**config.mk**
```make
export PLATFORM = sky130hd
export DESIGN_NAME = color_blob_box_tracker_unit
export DESIGN_NICKNAME = d
export VERILOG_FILES = /design/src/hw/rtl/cbbt_pkg.sv /design/src/hw/rtl/cbbt_front.sv /design/src/hw/rtl/cbbt_fifo.sv /design/src/hw/rtl/cbbt_back.sv /design/src/hw/rtl/color_blob_box_tracker_unit.sv
export SDC_FILE = /design/constraint.sdc
export NUM_CORES = 2
export LEC_CHECK = 0
export ABC_AREA = 1
export BUFFER_PORTS_ARGS = -buffer_cell sky130_fd_sc_hd__buf_2
export CAP_MARGIN = 20
export CORE_ASPECT_RATIO = 0.9
export CORE_UTILIZATION = 40
export CTS_BUF_LIST = sky130_fd_sc_hd__clkbuf_4
export DETAILED_ROUTE_END_ITERATION = 8
export GPL_TIMING_DRIVEN = 1
export SYNTH_ARGS = -nofsm -noshare
export SYNTH_HDL_FRONTEND = slang
export SYNTH_HIERARCHICAL = 1
export SYNTH_SLANG_ARGS = --single-unit
```
**constraint.sdc**
```tcl
create_clock -name clk_i -period 20.8 [get_ports clk_i]
set_clock_uncertainty 0.05 [all_clocks]
set_input_delay 1.04 -clock clk_i [delete_from_list [all_inputs] [get_ports clk_i]]
set_output_delay 1.04 -clock clk_i [all_outputs]
set_load 0.01 [all_outputs]
```
**src/hw/rtl/cbbt_pkg.sv**
```systemverilog
// Package for the colour blob box tracker: payload types, register indexes, helpers.
// No dependencies.
package cbbt_pkg;

  localparam int unsigned FrameRowsDef = 240;
  localparam int unsigned FrameColsDef = 320;
  localparam int unsigned CfgW = 17;
  localparam int unsigned CfgIdxW = 3;
  localparam int unsigned CntW = 17;
  localparam int unsigned SumW = 25;
  localparam int unsigned SqW = 33;
  localparam int unsigned BoxW = 12;
  localparam int unsigned FifoDepth = 4;

  typedef enum logic [CfgIdxW-1:0] {
    RegColorSel  = 3'd0,
    RegRedThr    = 3'd1,
    RegGreenThr  = 3'd2,
    RegBlueThr   = 3'd3,
    RegMinCount  = 3'd4,
    RegBorder    = 3'd5,
    RegPadding   = 3'd6,
    RegUnused    = 3'd7
  } reg_idx_e;

  localparam logic [1:0] SelRed   = 2'd1;
  localparam logic [1:0] SelGreen = 2'd2;
  localparam logic [1:0] SelBlue  = 2'd3;

  typedef struct packed {
    logic [15:0] pixel;
    logic [7:0]  row;
    logic [8:0]  col;
    logic        end_of_frame;
  } in_word_t;

  typedef struct packed {
    logic        detected;
    logic [16:0] matched_count;
    logic [7:0]  outer_row_start;
    logic [7:0]  outer_row_end;
    logic [8:0]  outer_col_start;
    logic [8:0]  outer_col_end;
    logic [7:0]  inner_row_start;
    logic [7:0]  inner_row_end;
    logic [8:0]  inner_col_start;
    logic [8:0]  inner_col_end;
  } out_word_t;

  // Front-to-back queue entry: a classified pixel.
  typedef struct packed {
    logic       hit;
    logic [7:0] row;
    logic [8:0] col;
    logic       eof;
  } cls_t;

  typedef struct packed {
    logic [1:0]    color_select;
    logic [5:0]    red_thr;
    logic [5:0]    green_thr;
    logic [5:0]    blue_thr;
    logic [CntW-1:0] min_count;
    logic [5:0]    border;
    logic [7:0]    padding;
  } cfg_t;

  typedef enum logic [2:0] {
    StAcc, StRowDiv, StColDiv, StSqrt, StBox, StOut
  } back_state_e;

endpackage

```
**src/hw/rtl/cbbt_front.sv**
```systemverilog
// Front end: colour classification of each pixel word against the thresholds.
// Depends on cbbt_pkg.
module cbbt_front (
  input  cbbt_pkg::in_word_t word_i,
  input  cbbt_pkg::cfg_t     cfg_i,
  output cbbt_pkg::cls_t     cls_o
);
  logic [4:0] r, b;
  logic [5:0] g;
  logic match;

  assign r = word_i.pixel[15:11];
  assign g = word_i.pixel[10:5];
  assign b = word_i.pixel[4:0];

  always_comb begin
    unique case (cfg_i.color_select)
      cbbt_pkg::SelRed: match = ({1'b0, r} > cfg_i.red_thr) && (g < cfg_i.green_thr)
                                && ({1'b0, b} < cfg_i.blue_thr);
      cbbt_pkg::SelGreen: match = (g > cfg_i.green_thr) && ({1'b0, r} < cfg_i.red_thr)
                                  && ({1'b0, b} < cfg_i.blue_thr);
      cbbt_pkg::SelBlue: match = ({1'b0, b} > cfg_i.blue_thr) && (g < cfg_i.green_thr)
                                 && ({1'b0, r} < cfg_i.red_thr);
      default: match = 1'b0;
    endcase
  end

  // Colour match only; the window test is done in the back end, in order
  // with the frame ends that move the window.
  assign cls_o.hit = match;
  assign cls_o.row = word_i.row;
  assign cls_o.col = word_i.col;
  assign cls_o.eof = word_i.end_of_frame;
endmodule

```
**src/hw/rtl/cbbt_fifo.sv**
```systemverilog
// Short queue of classified pixels between front and back.
// Depends on cbbt_pkg.
module cbbt_fifo (
  input  logic            clk_i,
  input  logic            rst_ni,
  input  logic            push_i,
  input  cbbt_pkg::cls_t  data_i,
  output logic            full_o,
  input  logic            pop_i,
  output logic            empty_o,
  output cbbt_pkg::cls_t  data_o
);
  localparam int unsigned AW = $clog2(cbbt_pkg::FifoDepth);
  cbbt_pkg::cls_t mem_q [cbbt_pkg::FifoDepth];
  logic [AW-1:0] wp_q, wp_d, rp_q, rp_d;
  logic [AW:0] cnt_q, cnt_d;

  assign full_o  = (cnt_q == (AW+1)'(cbbt_pkg::FifoDepth));
  assign empty_o = (cnt_q == '0);
  assign data_o  = mem_q[rp_q];

  always_comb begin
    wp_d = wp_q + AW'(push_i);
    rp_d = rp_q + AW'(pop_i);
    cnt_d = cnt_q + (AW+1)'(push_i) - (AW+1)'(pop_i);
  end

  always_ff @(posedge clk_i) begin
    if (push_i) begin
      mem_q[wp_q] <= data_i;
    end
  end

  always_ff @(posedge clk_i or negedge rst_ni) begin
    if (!rst_ni) begin
      wp_q <= '0; rp_q <= '0; cnt_q <= '0;
    end else begin
      wp_q <= wp_d; rp_q <= rp_d; cnt_q <= cnt_d;
    end
  end
endmodule

```
**src/hw/rtl/cbbt_back.sv**
```systemverilog
// Back end: window test, accumulation, end-of-frame divide/sqrt sequencer,
// box history, result. Depends on cbbt_pkg.
module cbbt_back #(
  parameter int unsigned FrameRows = cbbt_pkg::FrameRowsDef,
  parameter int unsigned FrameCols = cbbt_pkg::FrameColsDef
) (
  input  logic                              clk_i,
  input  logic                              rst_ni,
  input  cbbt_pkg::cfg_t                    cfg_i,
  input  logic                              empty_i,
  input  cbbt_pkg::cls_t                    cls_i,
  output logic                              pop_o,
  output logic                              valid_o,
  input  logic                              stall_i,
  output cbbt_pkg::out_word_t               data_o
);
  localparam int unsigned CntW = cbbt_pkg::CntW;
  localparam int unsigned SumW = cbbt_pkg::SumW;
  localparam int unsigned SqW  = cbbt_pkg::SqW;
  localparam int unsigned BoxW = cbbt_pkg::BoxW;
  // Dividend: square sum << 16 fits 49 bits; quotients fit in 33 bits.
  localparam int unsigned DvW  = SqW + 16;
  localparam int unsigned QW   = 34;
  localparam int unsigned MW   = 17; // centroid: coordinate < 512, 8 fraction bits
  localparam int unsigned RW   = 36; // sqrt result bits (var < 2^66 covered)
  localparam int unsigned VW   = 2 * RW;

  cbbt_pkg::back_state_e st_q, st_d;

  logic [CntW-1:0] cnt_q, cnt_d;
  logic [SumW-1:0] rsum_q, rsum_d, csum_q, csum_d;
  logic [SqW-1:0]  rsq_q, rsq_d, csq_q, csq_d;
  logic signed [BoxW-1:0] former_q [4], latter_q [4];
  logic signed [BoxW-1:0] win [4];

  // shared divider / sqrt iteration state
  logic [6:0]    step_q;
  logic          phase_q;      // 0: mean, 1: mean square
  logic          axis_q;       // 0: row, 1: col
  logic [DvW-1:0] dvd_q;
  logic [CntW:0]  rem_q;
  logic [DvW-1:0] quo_q;
  logic [QW-1:0]  mean_q;
  logic [VW-1:0]  var_q, sres_q, sbit_q;
  logic signed [15:0] bs_q [4];  // unclamped starts/ends: row s, col s, row e, col e

  logic          ovalid_q;
  cbbt_pkg::out_word_t odata_q, odata_d;

  localparam logic signed [BoxW-1:0] RowsS = BoxW'(FrameRows);
  localparam logic signed [BoxW-1:0] ColsS = BoxW'(FrameCols);

  function automatic logic signed [BoxW-1:0] clampb(input logic signed [BoxW+1:0] v,
                                                    input logic signed [BoxW-1:0] hi);
    logic signed [BoxW+1:0] r;
    begin
      r = v;
      if (v < 0) r = '0;
      else if (v > (BoxW+2)'(hi)) r = (BoxW+2)'(hi);
      return BoxW'(r);
    end
  endfunction

  function automatic logic signed [BoxW-1:0] sat12(input logic signed [15:0] v);
    begin
      if (v < -16'sd2048) return -12'sd2048;
      if (v > 16'sd2047) return 12'sd2047;
      return BoxW'(v);
    end
  endfunction

  function automatic logic [SumW-1:0] sadd_s(input logic [SumW-1:0] a, input logic [9:0] b);
    logic [SumW:0] s;
    begin
      s = {1'b0, a} + (SumW+1)'(b);
      return s[SumW] ? '1 : s[SumW-1:0];
    end
  endfunction

  function automatic logic [SqW-1:0] sadd_q(input logic [SqW-1:0] a, input logic [17:0] b);
    logic [SqW:0] s;
    begin
      s = {1'b0, a} + (SqW+1)'(b);
      return s[SqW] ? '1 : s[SqW-1:0];
    end
  endfunction

  always_comb begin
    for (int i = 0; i < 4; i++) begin
      win[i] = clampb({latter_q[i][BoxW-1], latter_q[i], 1'b0} - (BoxW+2)'(former_q[i]),
                      (i % 2 == 0) ? RowsS : ColsS);
    end
  end

  // Window is clamped to [0, frame], so non-negative.
  logic in_win, hit;
  assign in_win = ($signed({4'd0, cls_i.row}) >= win[0])
               && ($signed({4'd0, cls_i.row}) <  win[2])
               && ($signed({3'd0, cls_i.col}) >= win[1])
               && ($signed({3'd0, cls_i.col}) <  win[3]);
  assign hit = cls_i.hit && in_win;

  // 9x9 squares are small enough to sit in the accumulate cycle
  logic [17:0] rr, cc;
  assign rr = 18'(cls_i.row) * 18'(cls_i.row);
  assign cc = 18'(cls_i.col) * 18'(cls_i.col);

  // result written this cycle; waits while the previous one is unread
  logic emit;
  assign emit = (st_q == cbbt_pkg::StBox) && !ovalid_q;

  // next state
  always_comb begin
    st_d = st_q;
    unique case (st_q)
      cbbt_pkg::StAcc:
        if (!empty_i && cls_i.eof) st_d = cbbt_pkg::StRowDiv;
      cbbt_pkg::StRowDiv, cbbt_pkg::StColDiv:
        if (step_q == 7'(DvW - 1) && phase_q) st_d = cbbt_pkg::StSqrt;
      cbbt_pkg::StSqrt:
        if (sbit_q == '0) st_d = axis_q ? cbbt_pkg::StBox : cbbt_pkg::StColDiv;
      cbbt_pkg::StBox: if (!ovalid_q) st_d = cbbt_pkg::StOut;
      cbbt_pkg::StOut: st_d = cbbt_pkg::StAcc;
      default: st_d = cbbt_pkg::StAcc;
    endcase
  end

  // outputs
  always_comb begin
    pop_o = (st_q == cbbt_pkg::StAcc) && !empty_i;
  end

  // accumulators, saturating; cleared when the frame result is written
  always_comb begin
    cnt_d = cnt_q; rsum_d = rsum_q; csum_d = csum_q; rsq_d = rsq_q; csq_d = csq_q;
    if (pop_o && hit) begin
      cnt_d = (cnt_q == '1) ? cnt_q : cnt_q + 1'b1;
      rsum_d = sadd_s(rsum_q, 10'(cls_i.row));
      csum_d = sadd_s(csum_q, 10'(cls_i.col));
      rsq_d = sadd_q(rsq_q, rr);
      csq_d = sadd_q(csq_q, cc);
    end
    if (emit) begin
      cnt_d = '0; rsum_d = '0; csum_d = '0; rsq_d = '0; csq_d = '0;
    end
  end

  logic found;
  assign found = (cnt_q > cfg_i.min_count) && (cnt_q != '0);

  // restoring-division step
  logic [CntW:0]  rem_sh;
  logic           ge;
  assign rem_sh = {rem_q[CntW-1:0], dvd_q[DvW-1]};
  assign ge = rem_sh >= {1'b0, cnt_q};

  // sqrt step
  logic [VW-1:0] trial;
  assign trial = sres_q + sbit_q;

  logic [2*MW-1:0] m2p;
  logic [VW-1:0]   m2;
  assign m2p = mean_q[MW-1:0] * mean_q[MW-1:0];
  assign m2 = VW'(m2p);

  // box arithmetic
  logic signed [15:0] bw, pw, st, en;
  logic [RW-1:0] root;
  assign bw = 16'(cfg_i.border);
  assign pw = 16'(cfg_i.padding);
  assign root = RW'(sres_q);
  always_comb begin
    logic signed [40:0] t;
    t = $signed({7'd0, mean_q}) - $signed({4'd0, root, 1'b0});
    st = 16'(t >>> 8) - bw - pw;
    en = st + 16'(root >> 6) + (bw <<< 1) + (pw <<< 1);
  end

  logic signed [BoxW+1:0] ls [4];
  always_comb begin
    for (int i = 0; i < 4; i++) ls[i] = (BoxW+2)'(sat12(bs_q[i]));
  end

  always_comb begin
    odata_d = '0;
    odata_d.matched_count = cnt_q;
    if (found) begin
      odata_d.detected = 1'b1;
      odata_d.outer_row_start = 8'(clampb(ls[0] + 14'(pw), RowsS));
      odata_d.outer_row_end   = 8'(clampb(ls[2] - 14'(pw), RowsS));
      odata_d.outer_col_start = 9'(clampb(ls[1] + 14'(pw), ColsS));
      odata_d.outer_col_end   = 9'(clampb(ls[3] - 14'(pw), ColsS));
      odata_d.inner_row_start = 8'(clampb(ls[0] + 14'(pw) + 14'(bw), RowsS));
      odata_d.inner_row_end   = 8'(clampb(ls[2] - 14'(pw) - 14'(bw), RowsS));
      odata_d.inner_col_start = 9'(clampb(ls[1] + 14'(pw) + 14'(bw), ColsS));
      odata_d.inner_col_end   = 9'(clampb(ls[3] - 14'(pw) - 14'(bw), ColsS));
    end
  end

  always_ff @(posedge clk_i) begin
    unique case (st_q)
      cbbt_pkg::StAcc: begin
        step_q <= '0; phase_q <= 1'b0; axis_q <= 1'b0;
        rem_q <= '0;
        dvd_q <= DvW'({rsum_d, 8'd0});
      end
      cbbt_pkg::StRowDiv, cbbt_pkg::StColDiv: begin
        rem_q <= ge ? rem_sh - {1'b0, cnt_q} : rem_sh;
        quo_q <= {quo_q[DvW-2:0], ge};
        dvd_q <= {dvd_q[DvW-2:0], 1'b0};
        step_q <= step_q + 7'd1;
        if (step_q == 7'(DvW - 1)) begin
          step_q <= '0;
          rem_q <= '0;
          if (!phase_q) begin
            mean_q <= QW'({quo_q[DvW-2:0], ge});
            phase_q <= 1'b1;
            dvd_q <= axis_q ? {csq_q, 16'd0} : {rsq_q, 16'd0};
          end else begin
            sres_q <= '0;
            sbit_q <= VW'(1) << (VW - 2);
            var_q <= (VW'({quo_q[DvW-2:0], ge}) > m2) ? VW'({quo_q[DvW-2:0], ge}) - m2 : '0;
          end
        end
      end
      cbbt_pkg::StSqrt: begin
        // align the trial bit first, before any root bit is set
        if ((sbit_q > var_q) && (sres_q == '0)) begin
          sbit_q <= sbit_q >> 2;
        end else if (sbit_q != '0) begin
          if (var_q >= trial) begin
            var_q <= var_q - trial;
            sres_q <= (sres_q >> 1) + sbit_q;
          end else begin
            sres_q <= sres_q >> 1;
          end
          sbit_q <= sbit_q >> 2;
        end else begin
          bs_q[axis_q ? 1 : 0] <= st;
          bs_q[axis_q ? 3 : 2] <= en;
          axis_q <= 1'b1;
          phase_q <= 1'b0;
          dvd_q <= DvW'({csum_q, 8'd0});
        end
      end
      default: ;
    endcase
  end

  // set to the full frame at reset: the box history is control of the window
  always_ff @(posedge clk_i or negedge rst_ni) begin
    if (!rst_ni) begin
      st_q <= cbbt_pkg::StAcc;
      cnt_q <= '0; rsum_q <= '0; csum_q <= '0; rsq_q <= '0; csq_q <= '0;
      for (int i = 0; i < 4; i++) begin
        former_q[i] <= (i % 2 == 0) ? ((i == 0) ? '0 : RowsS) : ((i == 1) ? '0 : ColsS);
        latter_q[i] <= (i % 2 == 0) ? ((i == 0) ? '0 : RowsS) : ((i == 1) ? '0 : ColsS);
      end
      ovalid_q <= 1'b0;
      odata_q <= '0;
    end else begin
      st_q <= st_d;
      cnt_q <= cnt_d; rsum_q <= rsum_d; csum_q <= csum_d; rsq_q <= rsq_d; csq_q <= csq_d;
      if (ovalid_q && !stall_i) ovalid_q <= 1'b0;
      if (emit) begin
        odata_q <= odata_d;
        if (found) begin
          for (int i = 0; i < 4; i++) begin
            former_q[i] <= latter_q[i];
            latter_q[i] <= sat12(bs_q[i]);
          end
        end else begin
          for (int i = 0; i < 4; i++) begin
            former_q[i] <= (i == 0 || i == 1) ? '0 : ((i == 2) ? RowsS : ColsS);
            latter_q[i] <= (i == 0 || i == 1) ? '0 : ((i == 2) ? RowsS : ColsS);
          end
        end
        ovalid_q <= 1'b1;
      end
    end
  end

  assign valid_o = ovalid_q;
  assign data_o  = odata_q;
endmodule

```
**src/hw/rtl/color_blob_box_tracker_unit.sv**
```systemverilog
// Colour blob box tracker top level: config registers, front end, queue, back end.
// Depends on cbbt_pkg, cbbt_front, cbbt_fifo, cbbt_back.
//
// Use: pixel words enter on in_valid_i / in_stall_o, one per clock while the
// queue has room, in raster order with end_of_frame on the last pixel.
// The front end tests each word's colour against the thresholds; the word
// then waits in a four-entry queue. The back end pops one word a cycle while
// it is accumulating and the queue holds one, checks it against the search
// window predicted from the box history and accumulates counts and sums, so
// every word sees the boxes of all frames that ended before it.
// On an end-of-frame word the back end runs a shared bit-serial divider
// (four quotients) and a two-bit-a-step square root per axis; the result
// word is then registered. Meanwhile no pixel leaves the queue and in_stall_o
// rises once it fills.
// The result word waits in an output register on out_valid_o until
// out_stall_i is low; the back end goes back to pixels without waiting, and
// only a later frame end that finds the register still full waits for it.
// Reset clears the sums, sets both history boxes to the full frame and loads
// the register defaults. Config writes go through cfg_we_i / cfg_idx_i /
// cfg_wdata_i; the user makes them only while the block is idle (not enforced).
module color_blob_box_tracker_unit #(
  parameter int unsigned FrameRows = cbbt_pkg::FrameRowsDef,
  parameter int unsigned FrameCols = cbbt_pkg::FrameColsDef
) (
  input  logic                          clk_i,
  input  logic                          rst_ni,
  input  logic                          cfg_we_i,
  input  logic [cbbt_pkg::CfgIdxW-1:0]  cfg_idx_i,
  input  logic [cbbt_pkg::CfgW-1:0]     cfg_wdata_i,
  input  logic                          in_valid_i,
  output logic                          in_stall_o,
  input  cbbt_pkg::in_word_t            in_data_i,
  output logic                          out_valid_o,
  input  logic                          out_stall_i,
  output cbbt_pkg::out_word_t           out_data_o
);
  cbbt_pkg::cfg_t cfg_q;
  cbbt_pkg::cls_t cls_in, cls_out;
  logic full, empty, pop, push;

  always_ff @(posedge clk_i or negedge rst_ni) begin
    if (!rst_ni) begin
      cfg_q.color_select <= cbbt_pkg::SelRed;
      cfg_q.red_thr      <= 6'd26;
      cfg_q.green_thr    <= 6'd33;
      cfg_q.blue_thr     <= 6'd17;
      cfg_q.min_count    <= 17'd50;
      cfg_q.border       <= 6'd2;
      cfg_q.padding      <= 8'd20;
    end else if (cfg_we_i) begin
      unique case (cbbt_pkg::reg_idx_e'(cfg_idx_i))
        cbbt_pkg::RegColorSel: cfg_q.color_select <= cfg_wdata_i[1:0];
        cbbt_pkg::RegRedThr:   cfg_q.red_thr      <= cfg_wdata_i[5:0];
        cbbt_pkg::RegGreenThr: cfg_q.green_thr    <= cfg_wdata_i[5:0];
        cbbt_pkg::RegBlueThr:  cfg_q.blue_thr     <= cfg_wdata_i[5:0];
        cbbt_pkg::RegMinCount: cfg_q.min_count    <= cfg_wdata_i;
        cbbt_pkg::RegBorder:   cfg_q.border       <= cfg_wdata_i[5:0];
        cbbt_pkg::RegPadding:  cfg_q.padding      <= cfg_wdata_i[7:0];
        default: ;
      endcase
    end
  end

  // Colour test only; the user keeps thresholds static while words are in flight.
  cbbt_front u_front (
    .word_i(in_data_i), .cfg_i(cfg_q), .cls_o(cls_in)
  );

  assign in_stall_o = full;
  assign push = in_valid_i && !full;

  cbbt_fifo u_fifo (
    .clk_i, .rst_ni, .push_i(push), .data_i(cls_in), .full_o(full),
    .pop_i(pop), .empty_o(empty), .data_o(cls_out)
  );

  cbbt_back #(.FrameRows(FrameRows), .FrameCols(FrameCols)) u_back (
    .clk_i, .rst_ni, .cfg_i(cfg_q), .empty_i(empty), .cls_i(cls_out), .pop_o(pop),
    .valid_o(out_valid_o), .stall_i(out_stall_i), .data_o(out_data_o)
  );
endmodule

```
# Word-level counts from Yosys, hierarchy flattened
# Memory sizes are Yosys's and may differ from the RTL's.
# Cells that the tools add are included.
# W data, S select, Z words.
[op_classes]
n_bitwise = 1
n_eq_ne = 28
magnitude_cmp = 47
multipliers = 3
reduce_logical = 53
muxes = 152
n_addsub = 33
[ops]
columns = ["operator", "n"]
rows = [
  ["$mux W72", 15],
  ["$pmux W72 S2", 3],
  ["$mux W12", 32],
  ["$mux W49", 5],
  ["$mux W33", 6],
  ["$mux W25", 6],
  ["$pmux W49 S3", 1],
  ["$logic_not A72 Y1", 2],
  ["$lt A14 B1 Y1 const B", 8],
  ["$mux W48", 2],
  ["$mux W17", 5],
  ["$add A71 B72 Y72", 1],
  ["$add A72 B72 Y72", 1],
  ["$ge A72 B72 Y1", 1],
  ["$gt A72 B72 Y1", 1],
  ["$mux W9", 8],
  ["$reduce_bool A72 Y1", 1],
  ["$sub A72 B72 Y72", 1],
  ["$mux W68", 1],
  ["$gt A16 B12 Y1 const B", 4],
  ["$lt A16 B12 Y1 const B", 4],
  ["$mux W8", 8],
  ["$gt A14 B10 Y1 const B", 4],
  ["$gt A14 B9 Y1 const B", 4],
  ["70 further kinds", 193],
]
[word_totals]
ramBits = 140
inputBits = 59
elab_cells = 364
mem_count = 2
out_inout_bits = 88
register_bits = 740
[mem_list]
columns = ["memory", "words", "word_bits", "rd", "rd_clocked_by_memory_dff", "write_ports", "line_no", "text"]
rows = [
  ["u_fifo.mem_q", 4, 19, 1, 0, 1, "cbbt_fifo.sv:14", "cbbt_pkg::cls_t mem_q [cbbt_pkg::FifoDepth];"],
  ["u_back.bs_q", 4, 16, 4, 0, 2, "cbbt_back.sv:45", "logic signed [15:0] bs_q [4];"],
]

# Longest topological paths before layout
[depth]
ltp_word = 13
mapped_depth = 50
depth_no_buf = 48

# By module
# Netlist, hierarchy kept.
[modules_own_cells]
columns = ["mod", "area_per_inst_um2", "seq_area_each_um2", "n_inst", "cells_per_inst"]
rows = [
  ["cbbt_back", 68856.0, 19498.7, 1, 9122],
  ["cbbt_fifo", 3545.9, 2457.4, 1, 333],
  ["color_blob_box_tracker_unit", 2073.2, 1293.7, 1, 237],
  ["cbbt_front", 733.2, 0.0, 1, 121],
]

# Worst setup path after synthesis
# OpenSTA, ideal clock, no wires.
[synth_timing]
path_kind = "register to register"
from = "register u_back.mean_q[2]"
to = "register u_back.var_q[62], data pin"
n_path_buf = 3
arrival_time_ns = 8.170
slack_ns = 12.446
synth_period_minus_slack_ns = 8.354
required_time_ns = 20.616
path_stages_with_launch = 46
setup_time_ns = 0.134
cell_sequence = "edfxtp_1 -> clkbuf_1 -> clkbuf_1 -> nand2_1 -> fa_1 -> fa_1 -> inv_1 -> ha_1 -> fa_1 -> fa_1 -> inv_1 -> fa_1 -> inv_1 -> ha_1 -> a21oi_1 -> o21a_1 -> nand2_1 -> a21boi_0 -> [... 10 more ...] -> nand2_1 -> xor2_1 -> ha_1 -> nand2_1 -> nor2_1 -> inv_1 -> nor2_1 -> inv_1 -> nor2_1 -> inv_1 -> o21ai_1 -> nand2_1 -> nand2_1 -> o21ai_0 -> nor2_1 -> nand4_1 -> clkbuf_1 -> nand2_1"
[synth_between]
elab_chain_cells = 6
word_cells_on_any_way = 7
classes_between = "add/sub: 1; mul: 1; order compare: 1; mux: 4"
[synth_rtl]
columns = ["element", "line_no", "text"]
rows = [
  ["start: declaration", "cbbt_back.sv:43", "logic [QW-1:0] mean_q;"],
  ["start signal: assignment", "cbbt_back.sv:216", "mean_q <= QW'({quo_q[DvW-2:0], ge});"],
  ["$mul A17 B17 Y34 (*)", "cbbt_back.sv:163", "assign m2p = mean_q[MW-1:0] * mean_q[MW-1:0];"],
  ["$sub A49 B34 Y50 or $gt A49 B34 Y1 (tied branches)", "cbbt_back.sv:222", "var_q <= (VW'({quo_q[DvW-2:0], ge}) > m2) ? VW'({quo_q[DvW-2:0], ge}) - m2 : '0;"],
  ["$mux W72 (*)", "cbbt_back.sv:222", ""],
  ["$mux W72 (*)", "cbbt_back.sv:215", "if (!phase_q) begin"],
  ["$mux W72 (*)", "cbbt_back.sv:212", "if (step_q == 7'(DvW - 1)) begin"],
  ["$pmux W72 S2 (*)", "cbbt_back.sv:201", "unique case (st_q)"],
  ["end signal: assignment", "cbbt_back.sv:222", ""],
  ["end signal: assignment", "cbbt_back.sv:232", "var_q <= var_q - trial;"],
  ["end: declaration", "cbbt_back.sv:44", "logic [VW-1:0] var_q, sres_q, sbit_q;"],
]
# Every way passes the cells marked *; elsewhere a longest branch is shown, timed or not. The select of a mux whose other input is x is not followed.
# A chain may end at the register's enable or synchronous reset.

# Worst setup path after layout
[layout_timing]
from = "register u_back.mean_q[6]"
to = "register u_back.var_q[24], data pin"
# The elaborated chain is that of the path after synthesis.

==> results.json <==
{
  "outcome": "finished clean",
  "finalSetupViolations": 0,
  "crit_slowest_cell": "edfxtp_1",
  "grt_antenna_before_repair": 5,
  "clkLatencyLatePin_ps": 1310,
  "syn_nets": 10870,
  "clock-sinks": 836,
  "rows": 150,
  "ios": 147,
  "nets": 11120,
  "async_flop_share_pct": 45.10,
  "dieHeight_um": 413.4,
  "synth_cells": 9813,
  "multi_input_area_um2": 43980,
  "io_buffers": 146,
  "post_cts_buffers": 0,
  "yosys_warnings": 6,
  "cts-root-buf": "clkbuf_4",
  "ys_seq_elements": 836,
  "cts_tree": "built",
  "drc_errors": 0,
  "avgSynthCellArea_um2": 7.664,
  "start_kind": "flop",
  "layout-drive-gt1-share_pct": 6.837,
  "gp_congestion": 0.9693,
  "end_kind": "flop",
  "start_util_pct": 40.40,
  "area_growth_pct": 9.236,
  "crit_path_frequent_cell": "nand2_1",
  "antenna_left": 0,
  "synth_edf_count": 459,
  "seq_area_um2": 23250,
  "path_clk_slew_ps": 60,
  "fmax_mhz": 99.56,
  "cts_max_path_buffers": 3,
  "maxSlewViolCount": 0,
  "vias": 67080,
  "via_per_inst": 5.253,
  "dpl.hpwl_um": 180400,
  "ctsResizeCount": 0,
  "drt_iter0_drc": 4965,
  "cap_violations": 0,
  "ctsHoldBuffers": 38,
  "ys_types": 71,
  "finalCritPeriodShare_pct": 48.29,
  "critPathRequiredTime_ps": 21810,
  "core_um2": 186200,
  "first_global_vias": 65940,
  "hold_path_class": "in2reg",
  "drt_first_pass_iters": 6,
  "grt_pass1_wl_um": 366500,
  "seq_area_frac_synth_pct": 30.91,
  "utilization_pct": 44.13,
  "overflow": 0,
  "worstMarginPinSlew_ps": 1064,
  "arrival_ps": 11050,
  "hold_viol_final": 0,
  "critPathMaxStageDelay_ps": 1020,
  "rrSetupSlack_ps": 10760,
  "grt_max_degree": 153,
  "dieWidth_um": 459.1,
  "h-tree-depth": 4,
  "rsz0062_at_grt": "no",
  "fin_setup_tns_ps": 0,
  "path_max_fanout": 31,
  "syn-cell-area_um2": 75210,
  "synth_top_flop_cell": "edfxtp_1",
  "fill_cells": 18870,
  "slew_headroom_pct": 29.07,
  "grt_use_total_pct": 24.47,
  "period_minus_slack_ps": 10040,
  "critical_path_class": "reg2reg",
  "routed_wl_um": 233500,
  "routedWlPerCell_um": 18.28,
  "design.die.area_um2": 189800,
  "cts_buffers": 236
}
registers in the layout, indices dropped and copies added (netlist names), 36 cells and up:
signal and cells:
u_back/dvd_q 41, cfg_q 51, u_back/quo_q 48, u_back/former_q 48
u_back/var_q 72, u_fifo/mem_q 76, u_back/sbit_q 36, u_back/latter_q 48
u_back/bs_q 64, u_back/data_o 86, u_back/sres_q 72
cells by family (layout without fill, tap and decap cells):
| logic type | Yosys count | after routing | synth area share, % |
|---|---|---|---|
| flip-flops | 836 | 836 | 30.91 |
| adder cells (fa/ha/maj) | 1002 | 1002 | 19.81 |
| multiplexers | 4 | 4 | 0.05822 |
| XOR/XNOR | 445 | 445 | 5.182 |
| AO/OA/AOI/OAI | 1786 | 1786 | 13.23 |
| buffers and inverters | 2097 | 2537 | 10.72 |
| AND/OR/NAND/NOR | 3643 | 3643 | 20.09 |
| other | 0 | 10 | 0 |
worst max-delay path, delay by kind of cell (launching register included):
family	cells	cell delay (ps)
AND/OR/NAND/NOR	20	2580
AO/OA/AOI/OAI	7	1640
flip-flops	1	1020
XOR/XNOR	1	70
buffers and inverters	8	980
adder cells (fa/ha/maj)	8	3540
synthesized netlist by cell type (57+ instances only):
cell         n  share of area, %
a31oi_1     57              0.47
a21oi_1    651               4.3
nand2_1   2107                11
dfrtp_1    351                12
o21ai_0    635               4.2
xnor2_1    161               1.9
xor2_1     284               3.3
clkbuf_1   169              0.84
nand4_1    117              0.97
ha_1       687                11
nor2_1     738               3.7
inv_1     1849               9.2
edfxtp_1   459                18
nor4_1      64              0.53
nand3_1    382               2.5
fa_1       315               8.4
nor3_1     135              0.90
o22ai_1    150               1.2
final timing paths:
check / depth (start not counted) / end / from
worst max-delay path: 44 / u_back/var_q[24]$_DFFE_PP_ / u_back/mean_q[6]$_DFFE_PP_
worst min-delay path: 3 / cfg_q[25]$_DFFE_PN0P_ / cfg_wdata_i[11]
worst max register to register: 44 / u_back/var_q[24]$_DFFE_PP_ / u_back/mean_q[6]$_DFFE_PP_
worst min register to register: 2 / cfg_q[19]$_DFFE_PN1P_ / cfg_q[19]$_DFFE_PN1P_
max in group asynchronous: 4 / u_back/csum_q[12]$_DFFE_PN0P_ / rst_ni
min in group asynchronous: 2 / u_back/cnt_q[9]$_DFFE_PN0P_ / rst_ni
layer usage:
metal / wire [µm] / track usage [%] / up-vias
met3: 14360 / 3.558 / 296
met5: 31 / 0 / -
met4: 5099 / 6.435 / 4
li1: - / - / 32640
met1: 109200 / 34.32 / 32220
met2: 104800 / 39.31 / 1925
layout by cell type (no fill, tap or decap), types with 36 or more instances in the layout:
master         instances
nand2_1             2106
inv_1               1845
nor2_1               731
ha_1                 687
a21oi_1              650
o21ai_0              635
edfxtp_1             459
nand3_1              382
dfrtp_1              351
clkbuf_4             341
fa_1                 315
xor2_1               284
xnor2_1              161
o22ai_1              150
buf_2                145
nor3_1               131
nand4_1              117
nor4_1                64
clkinv_1              63
buf_4                 58
a31oi_1               57
dlygate4sd3_1         38
a21o_1                36
through the flow:
stage	setup WS (ps)	hold WS (ps)	area, µm²	cells
2_1_floorplan	12450	383.4	75210	9813
3_3_place_gp	10940	401.7	78550	12290
3_5_place_dp	10910	405.8	78550	12290
4_1_cts	10860	10.58	82130	12760
5_1_grt	9934	20.24	82150	12770
6_report	10760	152.1	82160	12770
layout make-up:
cell class | count | area share (%)
antenna | 10 | 0.03046
clock buffer | 341 | 3.116
clock inverter | 93 | 0.7782
inverter | 1860 | 8.503
multi-input combinational | 6880 | 53.53
sequential | 836 | 28.30
tap | 2508 | 3.820
timing repair buffer | 243 | 1.919
Power is left out: the tool's default activity adds up to more than one toggle a clock period on the data nets, which glitch-free logic cannot reach.
